$ cat src/rtl/cpbd_pkg.sv
// ----------------------------------------------------------------------------
// cpbd_pkg
// Shared types and constants for the CPU port and bank decoder: target codes,
// register addresses, reset values and the structs passed between modules.
// ----------------------------------------------------------------------------
package cpbd_pkg;

    // Target codes reported with every transaction.
    typedef enum logic [2:0] {
        TGT_PORT   = 3'd0,
        TGT_RAM    = 3'd1,
        TGT_KERNAL = 3'd2,
        TGT_BASIC  = 3'd3,
        TGT_CHAR   = 3'd4,
        TGT_IO     = 3'd5
    } target_t;

    // Configuration register word indexes (byte address bits 3:2).
    localparam logic [1:0] REG_TAPE_SWITCH = 2'd0;
    localparam logic [1:0] REG_CAPS_LOCK   = 2'd1;
    localparam logic [1:0] REG_PULLUPS     = 2'd2;

    // Bank select codes taken from CPU address bits 15:12.
    localparam logic [3:0] BLK_BASIC_LO  = 4'hA;
    localparam logic [3:0] BLK_BASIC_HI  = 4'hB;
    localparam logic [3:0] BLK_IO_CHAR   = 4'hD;
    localparam logic [3:0] BLK_KERNAL_LO = 4'hE;
    localparam logic [3:0] BLK_KERNAL_HI = 4'hF;

    // Reset values.
    localparam logic [7:0] RST_DIRECTION = 8'h00;
    localparam logic [7:0] RST_DATA      = 8'h3F;
    localparam logic [7:0] RST_LATCH     = 8'h3F;
    localparam logic [7:0] RST_PULLUPS   = 8'h17;
    localparam logic       RST_TAPE      = 1'b0;
    localparam logic       RST_CAPS      = 1'b1;

    // Processor port registers.
    typedef struct packed {
        logic [7:0] direction;
        logic [7:0] data;
        logic [7:0] latch;
    } port_state_t;

    // Configuration registers.
    typedef struct packed {
        logic       tape_switch;
        logic       caps_lock;
        logic [7:0] pullups;
    } cfg_t;

    // One result item.
    typedef struct packed {
        target_t    target;
        logic [7:0] read_data;
        logic [7:0] pins_out;
        logic [7:0] direction_out;
    } result_t;

endpackage

$ cat src/rtl/cpbd_port_logic.sv
// ----------------------------------------------------------------------------
// cpbd_port_logic
// Combinational port update and bank decode for one CPU transaction: applies
// a port register write, recomputes latch and readback, and picks the target.
// ----------------------------------------------------------------------------
module cpbd_port_logic
    import cpbd_pkg::*;
(
    input  logic        kind,
    input  logic [15:0] address,
    input  logic [7:0]  write_data,
    input  port_state_t cur,
    input  cfg_t        cfg,
    output port_state_t nxt,
    output result_t     res
);

    logic       is_port;
    logic [7:0] dir;
    logic [7:0] dat;
    logic [7:0] latch;
    logic [7:0] readback;
    logic [2:0] bank_cfg;
    target_t    bank_target;

    assign is_port = (address[15:1] == 15'd0);

    // Port register writes take effect before the readback is formed.
    always_comb
    begin
        dir = cur.direction;
        dat = cur.data;
        if (kind && is_port)
        begin
            if (address[0])
            begin
                dat = write_data;
            end
            else
            begin
                dir = write_data;
            end
        end
    end

    // Output pins follow the data register only where the pin is an output.
    assign latch = (cur.latch & ~dir) | (dat & dir);

    // Data readback with pullups and the sense lines.
    always_comb
    begin
        readback = (dat | ~dir) & (latch | cfg.pullups);
        if (cfg.pullups[6] && !cfg.caps_lock)
        begin
            readback[6] = 1'b0;
        end
        if (!dir[5])
        begin
            readback[5] = 1'b0;
        end
        if (cfg.tape_switch && !dir[4])
        begin
            readback[4] = 1'b0;
        end
    end

    // Bank decode from the three low port lines.
    assign bank_cfg = dat[2:0] | ~dir[2:0];

    always_comb
    begin
        case (address[15:12])
            BLK_BASIC_LO, BLK_BASIC_HI:
                bank_target = (bank_cfg[1:0] == 2'b11) ? TGT_BASIC : TGT_RAM;
            BLK_IO_CHAR:
            begin
                if (bank_cfg > 3'd4)
                begin
                    bank_target = TGT_IO;
                end
                else if (bank_cfg != 3'd0 && bank_cfg != 3'd4)
                begin
                    bank_target = TGT_CHAR;
                end
                else
                begin
                    bank_target = TGT_RAM;
                end
            end
            BLK_KERNAL_LO, BLK_KERNAL_HI:
                bank_target = bank_cfg[1] ? TGT_KERNAL : TGT_RAM;
            default:
                bank_target = TGT_RAM;
        endcase
    end

    // Next port state and the result item.
    always_comb
    begin
        nxt.direction = dir;
        nxt.data      = dat;
        nxt.latch     = latch;

        res.target        = is_port ? TGT_PORT : bank_target;
        res.read_data     = 8'h00;
        res.pins_out      = latch;
        res.direction_out = dir;
        if (is_port && !kind)
        begin
            res.read_data = address[0] ? readback : dir;
        end
    end

endmodule

$ cat src/rtl/cpu_port_and_bank_decoder.sv
// ----------------------------------------------------------------------------
// cpu_port_and_bank_decoder
// Processor I/O port at addresses 0 and 1 plus the memory bank decoder,
// one result transaction per CPU access transaction.
// ----------------------------------------------------------------------------
// Each CPU access goes into an input register, is processed by shallow logic
// on the port registers, and its result lands in an output register; one
// transaction is accepted every cycle when the output side is not stalled.
// The throughput is set by the single update of the port registers per
// cycle. Configuration registers sit at byte addresses 0 (tape switch
// sense), 4 (caps lock sense) and 8 (pullup mask); they must be written
// only while idle, which the block itself does not enforce.
// ----------------------------------------------------------------------------
module cpu_port_and_bank_decoder
    import cpbd_pkg::*;
(
    input  logic        clk,
    input  logic        rst_n,

    // Configuration port.
    input  logic        psel,
    input  logic        penable,
    input  logic        pwrite,
    input  logic [3:0]  paddr,
    input  logic [31:0] pwdata,
    output logic [31:0] prdata,
    output logic        pready,

    // CPU access transactions.
    input  logic        in_valid,
    output logic        in_stall,
    input  logic        kind,
    input  logic [15:0] address,
    input  logic [7:0]  write_data,

    // Result transactions.
    output logic        out_valid,
    input  logic        out_stall,
    output logic [2:0]  target,
    output logic [7:0]  port_read_data,
    output logic [7:0]  port_pins_out,
    output logic [7:0]  port_direction_out
);

    cfg_t        cfg_reg;
    port_state_t port_reg;
    port_state_t port_next;
    result_t     res_next;
    result_t     res_reg;

    logic        s1_valid_reg;
    logic        s1_kind_reg;
    logic [15:0] s1_address_reg;
    logic [7:0]  s1_write_data_reg;
    logic        out_valid_reg;

    logic        out_free;
    logic        s1_fire;
    logic        in_fire;
    logic        cfg_write;

    // Configuration register access.
    assign pready    = 1'b1;
    assign cfg_write = psel && penable && pwrite;

    always_ff @(posedge clk or negedge rst_n)
    begin
        if (!rst_n)
        begin
            cfg_reg.tape_switch <= RST_TAPE;
            cfg_reg.caps_lock   <= RST_CAPS;
            cfg_reg.pullups     <= RST_PULLUPS;
        end
        else if (cfg_write)
        begin
            case (paddr[3:2])
                REG_TAPE_SWITCH: cfg_reg.tape_switch <= pwdata[0];
                REG_CAPS_LOCK:   cfg_reg.caps_lock   <= pwdata[0];
                REG_PULLUPS:     cfg_reg.pullups     <= pwdata[7:0];
                default:         ;
            endcase
        end
    end

    always_comb
    begin
        case (paddr[3:2])
            REG_TAPE_SWITCH: prdata = {31'd0, cfg_reg.tape_switch};
            REG_CAPS_LOCK:   prdata = {31'd0, cfg_reg.caps_lock};
            REG_PULLUPS:     prdata = {24'd0, cfg_reg.pullups};
            default:         prdata = 32'd0;
        endcase
    end

    // Pipeline flow control.
    assign out_free = !out_valid_reg || !out_stall;
    assign s1_fire  = s1_valid_reg && out_free;
    assign in_stall = s1_valid_reg && !out_free;
    assign in_fire  = in_valid && !in_stall;

    // Input register stage.
    always_ff @(posedge clk or negedge rst_n)
    begin
        if (!rst_n)
        begin
            s1_valid_reg <= 1'b0;
        end
        else if (!in_stall)
        begin
            s1_valid_reg <= in_valid;
        end
    end

    always_ff @(posedge clk)
    begin
        if (in_fire)
        begin
            s1_kind_reg       <= kind;
            s1_address_reg    <= address;
            s1_write_data_reg <= write_data;
        end
    end

    // Port update and bank decode.
    cpbd_port_logic u_port_logic (
        .kind       (s1_kind_reg),
        .address    (s1_address_reg),
        .write_data (s1_write_data_reg),
        .cur        (port_reg),
        .cfg        (cfg_reg),
        .nxt        (port_next),
        .res        (res_next)
    );

    // Port registers change once per processed transaction.
    always_ff @(posedge clk or negedge rst_n)
    begin
        if (!rst_n)
        begin
            port_reg.direction <= RST_DIRECTION;
            port_reg.data      <= RST_DATA;
            port_reg.latch     <= RST_LATCH;
        end
        else if (s1_fire)
        begin
            port_reg <= port_next;
        end
    end

    // Output register stage.
    always_ff @(posedge clk or negedge rst_n)
    begin
        if (!rst_n)
        begin
            out_valid_reg <= 1'b0;
        end
        else if (out_free)
        begin
            out_valid_reg <= s1_valid_reg;
        end
    end

    always_ff @(posedge clk)
    begin
        if (s1_fire)
        begin
            res_reg <= res_next;
        end
    end

    assign out_valid          = out_valid_reg;
    assign target             = res_reg.target;
    assign port_read_data     = res_reg.read_data;
    assign port_pins_out      = res_reg.pins_out;
    assign port_direction_out = res_reg.direction_out;

endmodule

$ cat config.mk
export PLATFORM = sky130hd
export DESIGN_NAME = cpu_port_and_bank_decoder
export DESIGN_NICKNAME = d
export VERILOG_FILES = /design/src/rtl/cpbd_pkg.sv /design/src/rtl/cpbd_port_logic.sv /design/src/rtl/cpu_port_and_bank_decoder.sv
export SDC_FILE = /design/constraint.sdc
export NUM_CORES = 1
export LEC_CHECK = 0
export BUFFER_PORTS_ARGS = -buffer_cell sky130_fd_sc_hd__buf_2
export CORE_MARGIN = 4
export CORE_UTILIZATION = 51
export DETAILED_ROUTE_END_ITERATION = 10
export HOLD_SLACK_MARGIN = 0.15
export MAX_ROUTING_LAYER = met4
export PLACE_DENSITY = 0.77
export RECOVER_POWER = 50
export SETUP_SLACK_MARGIN = 0.3
export SYNTH_ARGS = -nofsm -noshare
export SYNTH_HDL_FRONTEND = slang
export SYNTH_SLANG_ARGS = --single-unit
$ cat constraint.sdc
create_clock -name clk -period 2.23 [get_ports clk]
set_input_delay 0.3345 -clock clk [delete_from_list [all_inputs] [get_ports clk]]
set_output_delay 0.3345 -clock clk [all_outputs]
set_load 0.02 [all_outputs]
==> After elaboration in Yosys (flattened, before gate mapping) <==
Cells that the tools add are included.
{ "word_totals": {"reg_bits": 88, "in_bits": 68} }
{ "op_classes": {"n_lt_le_gt_ge": 1, "eq_ne": 9, "n_mux": 14, "bitwise_logic": 9, "n_reduce_logical": 26} }
{ "op_table": {"columns": ["operator", "count"], "rows": [
  ["8-bit 2-to-1 mux", 5],
  ["8-bit AND", 3],
  ["8-bit OR", 3],
  ["8-bit one-hot mux with 3 select lines", 1],
  ["4-bit equality test, second input constant", 5],
  ["15-bit zero test", 1],
  ["1-bit logical AND", 10],
  ["3-bit one-hot mux with 3 select lines", 1],
  ["8-bit NOT", 1],
  ["1-bit zero test", 7],
  ["3-bit 2-to-1 mux", 2],
  ["2-bit AND reduction", 3],
  ["2-bit equality test, second input constant", 2],
  ["2-bit 2-to-1 mux", 2],
  ["2-bit OR reduction", 2],
  ["3-bit greater-than comparator, second input constant", 1],
  ["1-bit 2-to-1 mux", 3],
  ["3-bit inequality test, second input constant", 1],
  ["3-bit NOT", 1],
  ["3-bit OR", 1],
  ["3-bit nonzero test", 1],
  ["2-bit by 1-bit equality test with 1-bit output, second input constant", 1],
  ["2-bit zero test", 1],
  ["1-bit logical OR", 1]
]} }

==> Depth between registers and ports, before layout <==
{ "logic_depth": {"word_depth": 10, "ltp_mapped": 7, "mapped_depth_nobuf": 5} }

==> Cells and area by module <==
A second synthesis with hierarchy kept.
{ "unflattened": {"hier_cells": 344, "hier_area_um2": 4247.8} }
{ "by_module_without_submodules": {"columns": ["module", "instances", "cells_each", "area_each_um2", "seq_area_each_um2"], "rows": [
  ["cpu_port_and_bank_decoder", 1, 172, 3238.1, 2483.6],
  ["cpbd_port_logic", 1, 172, 1009.7, 0.0]
]} }

==> Least setup slack after synthesis <==
No wires, ideal clock.
{ "synth_timing": {"path_kind": "register to register", "start": "register s1_address_reg[12]", "end": "register res_reg (netlist bit port_pins_out[3]), data pin", "setup_time_ps": 260, "arrival_ps": 1728, "setup_slack_ps": 242, "stages_incl_launch_ff": 7, "path_cell_list": "edfxtp_1 -> nor4_4 -> and4_1 -> buf_4 -> nand2_4 -> mux2_4 -> mux2_2"} }
{ "synth_rtl": {"columns": ["item", "line_no", "source"], "rows": [
  ["start, declared", "cpu_port_and_bank_decoder.sv:53", "logic [15:0] s1_address_reg;"],
  ["start signal, assigned", "cpu_port_and_bank_decoder.sv:119", "s1_address_reg <= address;"],
  ["end signal, assigned", "cpu_port_and_bank_decoder.sv:167", "res_reg <= res_next;"],
  ["end, declared", "cpu_port_and_bank_decoder.sv:49", "result_t res_reg;"]
]} }

==> impl_metrics.prom <==
# TYPE chip_impl_metric gauge
chip_impl_metric{name="wl_per_cell",unit="microns"} 17.4
chip_impl_metric{name="ys_warn_count",unit=""} 0
chip_impl_metric{name="ys_async_sr_fraction",unit="%"} 40.9
chip_impl_metric{name="tightest_slew",unit="ns"} 1.23
chip_impl_info{name="min_from",value="address[7]"} 1
chip_impl_info{name="reg2reg_from",value="s1_address_reg[14]"} 1
chip_impl_metric{name="postRouteWirelength",unit="microns"} 9270
chip_impl_metric{name="design.core.area",unit="sq um"} 7770
chip_impl_metric{name="dpl.hpwl",unit="microns"} 5900
chip_impl_metric{name="dpl-instance-area",unit="sq um"} 4600
chip_impl_metric{name="critPathRequiredTime",unit="ns"} 2.34
chip_impl_info{name="netlist_top_cells_area",value="sky130_fd_sc_hd__edfxtp_1 (38%), sky130_fd_sc_hd__dfrtp_1 (12%), sky130_fd_sc_hd__dfstp_2 (11%)"} 1
chip_impl_metric{name="netlist_area",unit="sq um"} 4090
chip_impl_metric{name="layout.cells.non_filler",unit=""} 531
chip_impl_metric{name="grt_overflow_total",unit=""} 0
chip_impl_metric{name="post-route-period-util",unit="%"} 98.8
chip_impl_metric{name="power.density",unit="nW/um^2"} 664
chip_impl_info{name="worst_setup_path_start_kind",value="register"} 1
chip_impl_info{name="min-delay-path-class",value="in -> reg"} 1
chip_impl_metric{name="stdcell_area",unit="sq um"} 5250
chip_impl_metric{name="synthesis.area_per_instance",unit="sq um"} 13.0
chip_impl_metric{name="grt_first_pass_wirelength",unit="microns"} 13900
chip_impl_metric{name="synth-seq-cells",unit=""} 88
chip_impl_metric{name="cellLeakagePower",unit="uW"} 0.00213
chip_impl_metric{name="largest_register_ffs",unit=""} 24
chip_impl_metric{name="areaGrowthSynthToFinish",unit="%"} 28.5
chip_impl_metric{name="detailedRoute.firstPassIterationCount",unit=""} 4
chip_impl_metric{name="ff2ff_path_depth",unit=""} 6
chip_impl_metric{name="route.detailed.vias_per_inst",unit=""} 5.45
chip_impl_metric{name="hold-path-cell-count",unit=""} 1
chip_impl_metric{name="ports_placed_on_the_boundary",unit=""} 130
chip_impl_metric{name="route.detailed.drc",unit=""} 0
chip_impl_metric{name="timing.fmax",unit="MHz"} 454
chip_impl_metric{name="drv_slew",unit=""} 0
chip_impl_metric{name="fp-row-count",unit=""} 32
chip_impl_info{name="critPathLaunch",value="s1_address_reg[14]"} 1
chip_impl_metric{name="vias",unit=""} 2894
chip_impl_metric{name="critPathArrivalTime",unit="ns"} 2.31
chip_impl_metric{name="slew_headroom",unit="%"} 17.9
chip_impl_metric{name="initial_antenna_violation_count",unit=""} 0
chip_impl_metric{name="gpl.final_weighted_congestion",unit=""} 0.860
chip_impl_metric{name="clk_pin_slew_worst_paths",unit="ns"} 0.08
chip_impl_metric{name="synthDistinctLibCells",unit=""} 50
chip_impl_info{name="cts_tree",value="done"} 1
chip_impl_metric{name="synth.yosys.seq_area_share",unit="%"} 60.8
chip_impl_info{name="criticalPathCategory",value="reg -> reg"} 1
chip_impl_info{name="grt_setup_unrepaired",value="true"} 1
chip_impl_metric{name="finalWorstPathRequiredPeriod",unit="ns"} 2.20
chip_impl_metric{name="setup-violations-final",unit=""} 0
chip_impl_metric{name="fraction_of_layout_instances_using_a_drive_strength_above_1",unit="%"} 44.3
chip_impl_metric{name="cts_htree_levels",unit=""} 3
chip_impl_metric{name="nNetsFinal",unit=""} 492
chip_impl_metric{name="dr.first_iter.drc_count",unit=""} 187
chip_impl_info{name="root_buffer",value="sky130_fd_sc_hd__clkbuf_8"} 1
chip_impl_metric{name="cts-buffers-inserted",unit=""} 9
chip_impl_metric{name="diodes",unit=""} 0
chip_impl_metric{name="place_ws",unit="ns"} 0.0121
chip_impl_metric{name="buffers_from_clock_root_to_sink_at_most",unit=""} 2
chip_impl_metric{name="cap_viol_max_count",unit=""} 0
chip_impl_metric{name="grt_max_degree",unit=""} 37
chip_impl_metric{name="first_global_vias",unit=""} 2881
chip_impl_metric{name="clk-insertion-delay-late",unit="ns"} 0.35
chip_impl_info{name="synth_flop_cell",value="sky130_fd_sc_hd__edfxtp_1"} 1
chip_impl_metric{name="grt_util_all_layers",unit="%"} 18.7
chip_impl_metric{name="die_h",unit="microns"} 97.5
chip_impl_metric{name="timing.clock.skew",unit="ns"} 0.0106
chip_impl_metric{name="final_antenna_net_count",unit=""} 0
chip_impl_info{name="synth_top_area_cell",value="sky130_fd_sc_hd__edfxtp_1"} 1
chip_impl_metric{name="ir_worst_vdd",unit="V"} 0.000434
chip_impl_metric{name="critical_path.max_fanout",unit=""} 7
chip_impl_metric{name="setup_tns",unit="ns"} 0
chip_impl_metric{name="number_of_standard_cells_after_synthesis",unit=""} 315
chip_impl_metric{name="hold-worst-slack",unit="ns"} 0.154
chip_impl_metric{name="port-buffer-count",unit=""} 78
chip_impl_metric{name="initial_utilization",unit="%"} 52.6
chip_impl_info{name="run_status",value="completed"} 1
chip_impl_metric{name="clock_sinks",unit=""} 88
chip_impl_metric{name="final_critical_path_setup_slack",unit="ns"} 0.0272
chip_impl_metric{name="die_w",unit="microns"} 97.5
chip_impl_info{name="critical_path_capture_point_type",value="register"} 1
chip_impl_metric{name="dieArea",unit="sq um"} 9510
chip_impl_metric{name="synth.top_cell.area_share",unit="%"} 38.2
chip_impl_metric{name="synth_edf_count",unit=""} 52
chip_impl_metric{name="numPlacedInstances",unit=""} 499
chip_impl_metric{name="timing.final.hold_violations",unit=""} 0
==> stage by stage <==
| step | utilization, % | total power (uW) |
|---|---|---|
| after floorplan | - | 2210 |
| after global placement | 59.2 | 2320 |
| after detailed placement | 59.2 | 2340 |
| after CTS | 65.1 | 3480 |
| after global routing | 67.6 | 3610 |
| final | 67.6 | 3490 |
==> synthesized netlist by cell type (2+ instances only) <==
library cell,number
sky130_fd_sc_hd__dfstp_2,17
sky130_fd_sc_hd__mux2_2,26
sky130_fd_sc_hd__or3_1,2
sky130_fd_sc_hd__and4_1,2
sky130_fd_sc_hd__nor4_1,2
sky130_fd_sc_hd__buf_6,2
sky130_fd_sc_hd__clkbuf_1,4
sky130_fd_sc_hd__nor2b_1,2
sky130_fd_sc_hd__mux2_4,5
sky130_fd_sc_hd__inv_1,11
sky130_fd_sc_hd__nor4b_1,3
sky130_fd_sc_hd__edfxtp_1,52
sky130_fd_sc_hd__a21oi_1,15
sky130_fd_sc_hd__nor4_4,2
sky130_fd_sc_hd__o21ai_0,17
sky130_fd_sc_hd__a2bb2oi_1,3
sky130_fd_sc_hd__nand2b_1,5
sky130_fd_sc_hd__a211oi_1,3
sky130_fd_sc_hd__conb_1,2
sky130_fd_sc_hd__buf_2,2
sky130_fd_sc_hd__nand2_1,21
sky130_fd_sc_hd__a221oi_2,2
sky130_fd_sc_hd__a21o_1,8
sky130_fd_sc_hd__and2_1,10
sky130_fd_sc_hd__nor3_1,5
sky130_fd_sc_hd__nor2_1,11
sky130_fd_sc_hd__a221oi_1,2
sky130_fd_sc_hd__buf_4,26
sky130_fd_sc_hd__a211o_1,3
sky130_fd_sc_hd__dfrtp_1,19
sky130_fd_sc_hd__nand3_1,9
sky130_fd_sc_hd__mux2i_1,4
==> layout make-up <==
class | count | area (sq um)
clock buffers | 12 | 135
clock inverters | 4 | 68.8
fillers | 525 | 2510
inverters | 12 | 48.8
multi-input cells | 204 | 1750
flip-flops and latches | 88 | 2480
well taps | 102 | 128
repair buffers | 109 | 643
==> layout by cell type (no fill, tap or decap), types with 8 or more instances in the layout <==
master and instances:
sky130_fd_sc_hd__a21o_1 8, sky130_fd_sc_hd__dfstp_2 16, sky130_fd_sc_hd__o21ai_0 10, sky130_fd_sc_hd__buf_2 49, sky130_fd_sc_hd__dfrtp_1 19, sky130_fd_sc_hd__nor2_1 9
sky130_fd_sc_hd__clkbuf_8 9, sky130_fd_sc_hd__and2_1 8, sky130_fd_sc_hd__nand2_1 18, sky130_fd_sc_hd__buf_6 8, sky130_fd_sc_hd__clkbuf_1 31, sky130_fd_sc_hd__buf_4 15
sky130_fd_sc_hd__inv_1 9, sky130_fd_sc_hd__mux2_2 14, sky130_fd_sc_hd__edfxtp_1 52, sky130_fd_sc_hd__mux2_4 17, sky130_fd_sc_hd__conb_1 25
==> worst paths after layout <==
path,end,slack (ns)
max,port_pins_out[3],0.03
min,s1_address_reg[7],0.15
max reg2reg,port_pins_out[3],0.03
min reg2reg,port_reg[1],0.50
max in group asynchronous,port_reg[6],1.04
min in group asynchronous,cfg_reg[5],0.63
==> worst max-delay path: stages (launching register included) <==
cell and delay, ns:
sky130_fd_sc_hd__edfxtp_1 0.46, sky130_fd_sc_hd__nor4_4 0.38, sky130_fd_sc_hd__and4_1 0.28, sky130_fd_sc_hd__buf_6 0.15, sky130_fd_sc_hd__nand2_8 0.09, sky130_fd_sc_hd__mux2_4 0.34, sky130_fd_sc_hd__mux2_4 0.26
==> kinds of logic (layout without fill, tap and decap cells) <==
| family | Yosys count | count (layout) | synth area share, % |
|---|---|---|---|
| other | 2 | 25 | 0.184 |
| buffers and inverters | 46 | 137 | 7.04 |
| and+or+nand+nor | 84 | 84 | 12.2 |
| DFF | 88 | 88 | 60.8 |
| muxes | 36 | 36 | 10.3 |
| AOI/OAI and AO/OA | 59 | 59 | 9.52 |
==> report_power, final <==
group	total, uW	switching, uW	internal, uW
Combinational	386	253	133
Sequential	1950	86.4	1860
Clock	1150	527	628
==> routing by layer <==
layer / wire (microns) / vias to the layer above / global-route usage [%]
li1: - / 1320 / -
met1: 3570 / 1435 / 22.8
met2: 4820 / 119 / 30.8
met3: 650 / 20 / 2.94
met4: 227 / 0 / 8.52
met5: 0 / - / -
==> timing repair <==
item | in CTS | in global routing
buffers inserted | 7 | 3
endpoints found under the setup margin | 40 | 47
resized for setup | 42 | 41
hold endpoints to repair | 22 | 2
gates cloned | 0 | 0
pin swaps | 8 | 16
hold buffers | 4 | 2
Power figures use the tool's default switching activity.
